## src/sv/fdcc_pkg.sv

```systemverilog
// ----------------------------------------------------------------------------
// fdcc_pkg: shared types and constants for the deadline capacity check
// Field widths, register indexes, controller states and the command/status
// bundles between the controller and the datapath.
// ----------------------------------------------------------------------------
package fdcc_pkg;

  localparam int unsigned DAY_W   = 16;
  localparam int unsigned JOB_W   = 16;
  localparam int unsigned PEND_W  = 24;
  localparam int unsigned ENTRY_W = DAY_W + JOB_W;
  localparam int unsigned CFG_W   = 16;
  localparam int unsigned CIDX_W  = 1;

  localparam logic [PEND_W-1:0] PEND_MAX = {PEND_W{1'b1}};
  localparam logic [DAY_W-1:0]  DAY_MAX  = {DAY_W{1'b1}};

  localparam logic [CIDX_W-1:0] CFG_SERVERS  = 1'd0;
  localparam logic [CIDX_W-1:0] CFG_DEADLINE = 1'd1;

  typedef enum logic [1:0] {
    ST_IDLE,
    ST_SERVE,
    ST_FETCH,
    ST_FINISH
  } state_t;

  typedef struct packed {
    logic accept;
    logic fetch;
    logic load;
    logic step;
    logic finish;
  } dp_cmd_t;

  typedef struct packed {
    logic serve_done;
    logic head_loaded;
    logic out_free;
  } dp_stat_t;

endpackage

```

## src/sv/fdcc_ctrl.sv

```systemverilog
// ----------------------------------------------------------------------------
// fdcc_ctrl: sequencer for one day
// Accept a word, serve the queue head until budget or queue runs out,
// then hand the result to the output register.
// ----------------------------------------------------------------------------
module fdcc_ctrl (
  input  logic              clk,
  input  logic              rst_n,
  input  logic              in_valid,
  output logic              in_ready,
  input  fdcc_pkg::dp_stat_t stat,
  output fdcc_pkg::dp_cmd_t  cmd
);

  fdcc_pkg::state_t state_r;
  fdcc_pkg::state_t state_nxt;

  always_ff @(posedge clk) begin
    if (!rst_n) begin
      state_r <= fdcc_pkg::ST_IDLE;
    end else begin
      state_r <= state_nxt;
    end
  end

  always_comb begin
    state_nxt = state_r;
    case (state_r)
      fdcc_pkg::ST_IDLE: begin
        if (in_valid) begin
          state_nxt = fdcc_pkg::ST_SERVE;
        end
      end
      fdcc_pkg::ST_SERVE: begin
        if (stat.serve_done) begin
          state_nxt = fdcc_pkg::ST_FINISH;
        end else if (!stat.head_loaded) begin
          state_nxt = fdcc_pkg::ST_FETCH;
        end
      end
      fdcc_pkg::ST_FETCH: begin
        state_nxt = fdcc_pkg::ST_SERVE;
      end
      fdcc_pkg::ST_FINISH: begin
        if (stat.out_free) begin
          state_nxt = fdcc_pkg::ST_IDLE;
        end
      end
      default: begin
        state_nxt = fdcc_pkg::ST_IDLE;
      end
    endcase
  end

  always_comb begin
    cmd      = '0;
    in_ready = 1'b0;
    case (state_r)
      fdcc_pkg::ST_IDLE: begin
        in_ready   = 1'b1;
        cmd.accept = in_valid;
      end
      fdcc_pkg::ST_SERVE: begin
        if (!stat.serve_done) begin
          // fetch the head entry first if it is not cached
          cmd.fetch = !stat.head_loaded;
          cmd.step  = stat.head_loaded;
        end
      end
      fdcc_pkg::ST_FETCH: begin
        cmd.load = 1'b1;
      end
      fdcc_pkg::ST_FINISH: begin
        cmd.finish = stat.out_free;
      end
      default: begin
        cmd = '0;
      end
    endcase
  end

endmodule

```

## config.mk

```make
export PLATFORM = sky130hd
export DESIGN_NAME = fdcc_ctrl
export DESIGN_NICKNAME = d
export VERILOG_FILES = /design/src/sv/fdcc_pkg.sv /design/src/sv/fdcc_ctrl.sv
export SDC_FILE = /design/constraint.sdc
export NUM_CORES = 1
export LEC_CHECK = 0
export BUFFER_PORTS_ARGS = -buffer_cell sky130_fd_sc_hd__buf_2
export CAP_MARGIN = 25
export CELL_PAD_IN_SITES_DETAIL_PLACEMENT = 1
export CELL_PAD_IN_SITES_GLOBAL_PLACEMENT = 1
export CORE_AREA = 2 2 39 41
export DETAILED_ROUTE_END_ITERATION = 7
export DIE_AREA = 0 0 41 43
export HOLD_SLACK_MARGIN = 0.12
export PLACE_DENSITY = 0.36
export SYNTH_ARGS = -nofsm -noshare
export SYNTH_HDL_FRONTEND = slang
export SYNTH_SLANG_ARGS = --single-unit
export TNS_END_PERCENT = 1
```

## constraint.sdc

```tcl
create_clock -name clk -period 1.05 [get_ports clk]
set_input_delay 0.21 -clock clk [delete_from_list [all_inputs] [get_ports clk]]
set_output_delay 0.21 -clock clk [all_outputs]
set_load 0.03 [all_outputs]
```

==> reports/metrics.csv, run 1 <==
stage;metric;value;unit
place;total placed cells including tap cells;41;
yosys;sequential fraction of the synthesis area;0.296;
cells_and_area;register bank with the most flops;state_r;
yosys;multiplexer area fraction after synthesis;0;
clocking;TritonCTS clock tree;done;
floorplanning;floorplan core area;1380;um^2
yosys;cells after synthesis;13;
drt;average wire per standard cell;9.24;um
sta;final hold slack;0.175;ns
drt;total via count in the routed design;170;
yosys;number of distinct library cells after synthesis;12;
yosys;top post-synthesis cells by area;sky130_fd_sc_hd__dfxtp_1 (30%), sky130_fd_sc_hd__nor4b_4 (18%), sky130_fd_sc_hd__and4bb_2 (9.3%);
yosys;Yosys reg bits;2;
drt;number of routed nets with antenna violations;0;
sta;final hold vios;0;
sta;fmax;811;MHz
cells_and_area;leading cell type in the layout, fill and taps excluded;sky130_fd_sc_hd__buf_6;
pwr;Leak Pwr;0.136;nW
drt;total routed wirelength;425;um
cells_and_area;fin nets;37;
sta;unrepaired setup endpoints after global routing;yes;
floorplanning;Die Area;1760;um^2
cells_and_area;Layout Cells excl Fill;46;
grt;initial antenna violation count;0;
critical_path;setup slack of the most critical reg-to-reg path;0.04;ns
yosys;simple-gate area share of the yosys netlist;0.593;
sta;fraction of the cycle the final worst path needs;1.17;
pwr;total power per unit cell area;1290;nW/um^2
grt;pin count of the biggest net entering global routing;9;
yosys;xor and xnor fraction of the mapped netlist area;0;
clocking;deepest clock path buffer count;2;
drt;Initial DRC Count;0;
critical_path;data arrival time at the worst-slack endpoint;1.02;ns
cells_and_area;top flop regs;state_r x2;
sta;max-slew headroom at the worst pin;0.828;
yosys;synthesized area;135;um^2
critical_path;Critical Path RT;0.84;ns
critical_path;worst-path fanout max;7;
critical_path;CP startpoint kind;flop;
place;final RePlAce weighted congestion;0.596;
grt;GRT overflow;0;
pwr;worst supply voltage drop on vdd;284;uV
floorplanning;effective utilization at floorplan;0.0976;
critical_path;ordered list of cells on the worst path;nor4b_4 > buf_6;
run;count of maximum capacitance violations;0;
clocking;number of buffers inserted by hold repair at cts;0;
yosys;syn_area_per_cell;10.4;um^2
grt;wire length of the first global-routing pass;731;um
grt;number of global-route vias before repair;186;
yosys;adder and majority cell fraction of the synthesized area;0;
drt;DRC violations left;0;
critical_path;slowest cell on the critical path;sky130_fd_sc_hd__dfxtp_4;
sta;number of failing setup endpoints in the final timing report;6;
outcome;violations in the final reports;setup timing;
hold_path;Hold WC Path Type;in -> reg;
critical_path;capture point of the worst reg-to-reg path;state_r[0];
clocking;number of sinks handled by clock tree synthesis;2;
yosys;yosys warns;0;
yosys;cell accounting for the most synthesized area;sky130_fd_sc_hd__dfxtp_1;
drt;TritonRoute pass-1 iters;1;
clocking;clock insertion delay at the later pin of the skew report;0.23;ns
sta;transition time of the tightest slew-check pin;0.256;ns
grt;All-Layer GR Usage;0.0681;
cells_and_area;number of flip-flops under the largest register name;2;
critical_path;stage delay of the slowest cell on the critical path;0.38;ns
critical_path;path type of the worst setup path;reg -> out;
floorplanning;die outline height;43;um
hold_path;WHS Endpoint;state_r[1];
sta;sum of negative setup slack;-0.725;ns
yosys;nets in the synthesized netlist;19;
cells_and_area;leading cell types in the layout, fill and taps excluded;sky130_fd_sc_hd__buf_6 (7), sky130_fd_sc_hd__buf_2 (5), sky130_fd_sc_hd__clkbuf_4 (3);
clocking;number of buffers inserted during clock tree synthesis;3;
clocking;root buffer cell;sky130_fd_sc_hd__clkbuf_4;
sta;final count of pins violating max slew;0;
clocking;CTS H-tree depth;1;
cells_and_area;fraction of final layout cells sized beyond drive strength 1;0.800;
place;quantity of I/O buffers inserted on ports;11;
floorplanning;count of pins on the block boundary;12;
yosys;proportion of netlist area held by the largest area contributor;0.296;
outcome;status;finished with violations;
critical_path;Critical Path Sink Type;primary output;
clocking;clock-pin slew on the worst setup and hold paths;0.03;ns
hold_path;number of instances on the worst hold path;2;
critical_path;start of the worst register-to-register path;state_r[0];
floorplanning;Die Width;41;um
sta;Layout Skew;0.00557;ns
cells_and_area;diodes inserted;0;
yosys;dominant combinational cell family by area after synthesis;simple AND/OR/NAND/NOR gates;
cells_and_area;area grow syn2layout;131;%
drt;routed vias/inst;3.70;
floorplanning;cell row count;14;
yosys;synthesized-area fraction occupied by ao, oa, aoi and oai cells;0.111;
sta;crit path time final;1.23;ns
critical_path;FF-to-FF path depth;4;
sta;final critical-path setup slack;-0.183;ns
hold_path;startpoint of the lowest-slack hold path;stat[0];
[cell families after synthesis]
family / Yosys count
and+or+nand+nor: 9
DFF: 2
AOI/OAI and AO/OA: 2
[worst max-delay path by stage]
stage | end | depth (start not counted) | start | slack (ns)
after CTS | cmd[3] | 2 | state_r[0] | -0.21
final | cmd[3] | 2 | state_r[0] | -0.18
after detailed placement | cmd[3] | 3 | stat[2] | -0.02
after global routing | cmd[3] | 2 | state_r[0] | -0.25
after floorplan | cmd[4] | 2 | state_r[0] | 0.008
after global placement | cmd[3] | 3 | stat[2] | -0.01
[cell usage after synthesis]
cell type	n
sky130_fd_sc_hd__dfxtp_1	2
sky130_fd_sc_hd__nand2_1	1
sky130_fd_sc_hd__and4bb_2	1
sky130_fd_sc_hd__and3_1	1
sky130_fd_sc_hd__and2_1	1
sky130_fd_sc_hd__nor4b_4	1
sky130_fd_sc_hd__nor2_1	1
sky130_fd_sc_hd__a211oi_1	1
sky130_fd_sc_hd__nor3b_1	1
sky130_fd_sc_hd__o31ai_1	1
sky130_fd_sc_hd__nor2b_1	1
sky130_fd_sc_hd__nor3_2	1
[stage by stage]
stage	power [mW]	utilization	worst slack, ns	cell area, um^2
finish	0.404	0.226	-0.183	313
global route	0.435	0.226	-0.249	313
CTS	0.413	0.221	-0.214	305
detailed placement	0.190	0.169	-0.0212	234
global placement	0.190	0.169	-0.0136	234
floorplan	0.156	-	0.00756	151
[power breakdown]
part	switching, mW	total, mW	leakage, nW	internal (mW)
clock	0.0492	0.191	0.0150	0.141
sequential	0.0152	0.0976	0.0178	0.0824
combinational	0.0550	0.115	0.103	0.0604
total	0.119	0.404	0.136	0.284
[critical path, delay by kind of cell (launching register included)]
kind | cells | cell delay (ns)
flip-flops | 1 | 0.38
AND/OR/NAND/NOR | 1 | 0.24
buffers and inverters | 1 | 0.17
[final cells by class]
| cell class | count | area (um^2) |
|---|---|---|
| fill | 167 | 1070 |
| timing repair buffer | 13 | 111 |
| multi-input combinational | 11 | 108 |
| sequential | 2 | 47.5 |
| clock buffer | 4 | 26.3 |
| tap | 16 | 20.0 |
[repair_timing]
action	CTS	global route
gates resized for setup	13	2
setup buffers	1	0
endpoints found under the setup margin	6	7
[metal layers]
| metal | GRT usage | vias up | part of all wire |
|---|---|---|---|
| met1 | 0.0796 | 78 | 0.41 |
| met5 | 0 | - | 0 |
| li1 | - | 83 | - |
| met4 | 0.0800 | 0 | 0 |
| met3 | 0.0314 | 0 | 0.12 |
| met2 | 0.0781 | 9 | 0.47 |
(Power assumes the default switching activity.)
==> run 2: changes to the inputs <==
==> constraint.sdc (replaced) <==
create_clock -name clk -period 1.05 [get_ports clk]
set_input_delay 0.0525 -clock clk [delete_from_list [all_inputs] [get_ports clk]]
set_output_delay 0.0525 -clock clk [all_outputs]
set_load 0.03 [all_outputs]
==> run 2 against run 1 <==
Compared with the run above: the flow still finishes with violations (setup timing); hold slack improved by 0.0063 ns; critical path depth is the same; global-route usage up 0.50 points; highest routed layer unchanged; largest cell class unchanged; die area unchanged; combinational power shrank 11%.
==> reports/metrics.csv, run 2 (synthesized netlist as in run 1, its figures left out) <==
stage;metric;value;unit;change
outcome;status;finished with violations;;
outcome;violations in the final reports;setup timing;;
critical_path;Critical Path RT;1.00;ns;+0.16 ns
cells_and_area;leading cell type in the layout, fill and taps excluded;sky130_fd_sc_hd__buf_2;;
drt;DRC violations left;0;;unchanged
clocking;number of sinks handled by clock tree synthesis;2;;unchanged
critical_path;data arrival time at the worst-slack endpoint;1.02;ns;about the same
cells_and_area;fraction of final layout cells sized beyond drive strength 1;0.700;;-0.100
critical_path;path type of the worst setup path;reg -> out;;
floorplanning;die outline height;43;um;unchanged
sta;final hold vios;0;;unchanged
sta;fraction of the cycle the final worst path needs;1.02;;-0.154
sta;crit path time final;1.07;ns;-0.162 ns
run;count of maximum capacitance violations;0;;unchanged
pwr;Leak Pwr;0.128;nW;-5.4%
grt;All-Layer GR Usage;0.0731;;+0.00501
place;placed instance area;215;um^2;-8.0%
cells_and_area;Layout Cells excl Fill;46;;unchanged
floorplanning;floorplan core area;1380;um^2;unchanged
clocking;CTS H-tree depth;1;;unchanged
place;total placed cells including tap cells;40;;-2.4%
sta;final critical-path setup slack;-0.0209;ns;+0.162 ns
sta;fmax;934;MHz;+15%
floorplanning;Die Width;41;um;unchanged
cells_and_area;diodes inserted;0;;unchanged
sta;unrepaired setup endpoints after global routing;yes;;
floorplanning;count of pins on the block boundary;12;;unchanged
sta;max-slew headroom at the worst pin;0.818;;-0.00980
sta;final hold slack;0.181;ns;+0.00627 ns
grt;GRT overflow;0;;unchanged
grt;number of global-route vias before repair;180;;-3.2%
drt;total via count in the routed design;165;;-2.9%
sta;transition time of the tightest slew-check pin;0.270;ns;+0.0146 ns
place;hpwl dp;328;um;
cells_and_area;leading cell types in the layout, fill and taps excluded;sky130_fd_sc_hd__buf_2 (6), sky130_fd_sc_hd__buf_4 (4), sky130_fd_sc_hd__clkbuf_4 (3);;
floorplanning;cell row count;14;;unchanged
sta;sum of negative setup slack;-0.0362;ns;+0.689 ns
cells_and_area;top flop regs;state_r x2;;
clocking;number of buffers inserted during clock tree synthesis;3;;unchanged
critical_path;Critical Path Sink Type;primary output;;
critical_path;CP startpoint kind;flop;;
cells_and_area;Final Instance Area;290;um^2;-7.2%
sta;Layout Skew;0.00978;ns;+0.00421 ns
clocking;deepest clock path buffer count;2;;unchanged
grt;pin count of the biggest net entering global routing;9;;unchanged
clocking;root buffer cell;sky130_fd_sc_hd__clkbuf_4;;
drt;Initial DRC Count;2;;+2
pwr;worst supply voltage drop on vdd;199;uV;-30%
cells_and_area;area grow syn2layout;115;%;
place;final RePlAce weighted congestion;0.629;;+5.5%
cells_and_area;number of flip-flops under the largest register name;2;;unchanged
floorplanning;Die Area;1760;um^2;unchanged
drt;TritonRoute pass-1 iters;4;;+3
critical_path;worst-path fanout max;8;;+1
sta;number of failing setup endpoints in the final timing report;2;;-4
place;quantity of I/O buffers inserted on ports;11;;unchanged
cells_and_area;register bank with the most flops;state_r;;
drt;routed vias/inst;3.59;;-2.9%
grt;initial antenna violation count;0;;unchanged
grt;wire length of the first global-routing pass;786;um;+7.5%
sta;final count of pins violating max slew;0;;unchanged
floorplanning;effective utilization at floorplan;0.0976;;unchanged
drt;number of routed nets with antenna violations;0;;unchanged
clocking;TritonCTS clock tree;done;;
cells_and_area;Final Core Density;0.210;;-0.0163
drt;total routed wirelength;459;um;+8.0%
hold_path;Hold WC Path Type;in -> reg;;
clocking;clock insertion delay at the later pin of the skew report;0.23;ns;about the same
clocking;clock-pin slew on the worst setup and hold paths;0.04;ns;about the same
pwr;total power per unit cell area;1310;nW/um^2;+1.6%
cells_and_area;fin nets;38;;+2.7%
drt;average wire per standard cell;9.98;um;+8.0%
## run 2: path summary, 6_finish.rpt
check / startpoint / to / slack (ns) / cells after the start
worst min-delay path: stat[0] / state_r[0] / 0.18 / 3
worst min register to register: state_r[0] / state_r[1] / 0.50 / 2
worst max register to register: state_r[1] / state_r[0] / 0.17 / 3
worst max-delay path: state_r[1] / cmd[1] / -0.02 / 2
## run 2: area by class of cell
cell class	count	area (um^2)
flip-flops and latches	2	47.5
multi-input cells	11	97.6
repair buffers	14	103
well taps	16	20.0
clock buffers	3	22.5
fillers	171	1090
## run 2: power by group
part	internal, mW	switching [mW]	leakage, nW
logic	0.0492	0.0526	0.0968
registers	0.0823	0.0125	0.0178
clock network	0.127	0.0566	0.0138
## run 2: per-layer routing
metal  global-route usage  vias to the layer above  share of wire
li1                     -                       84              -
met3               0.0209                        0          0.063
met5                    0                        -              0
met2               0.0969                        6           0.57
met4                0.100                        0              0
met1               0.0732                       75           0.36
## run 2: what timing repair did
action / 4_1_cts / 5_1_grt
hold buffers: 2 / 0
setup endpoints to repair: 4 / 5
buffers inserted: 1 / 0
hold endpoints to repair: 2 / 0
gates resized for setup: 7 / 3
gates cloned: 0 / 0
## run 2: through the flow
| step | setup slack (ns) | total power, mW |
|---|---|---|
| after floorplan | 0.00696 | 0.150 |
| after global placement | 0.143 | 0.183 |
| after detailed placement | 0.141 | 0.182 |
| after CTS | -0.0402 | 0.386 |
| after global routing | -0.0606 | 0.412 |
| final | -0.0209 | 0.380 |
## run 2: critical path, cell delays in order (launching register included)
cell                       delay (ns)
sky130_fd_sc_hd__dfxtp_4         0.36
sky130_fd_sc_hd__and4bb_2        0.30
sky130_fd_sc_hd__buf_6           0.13
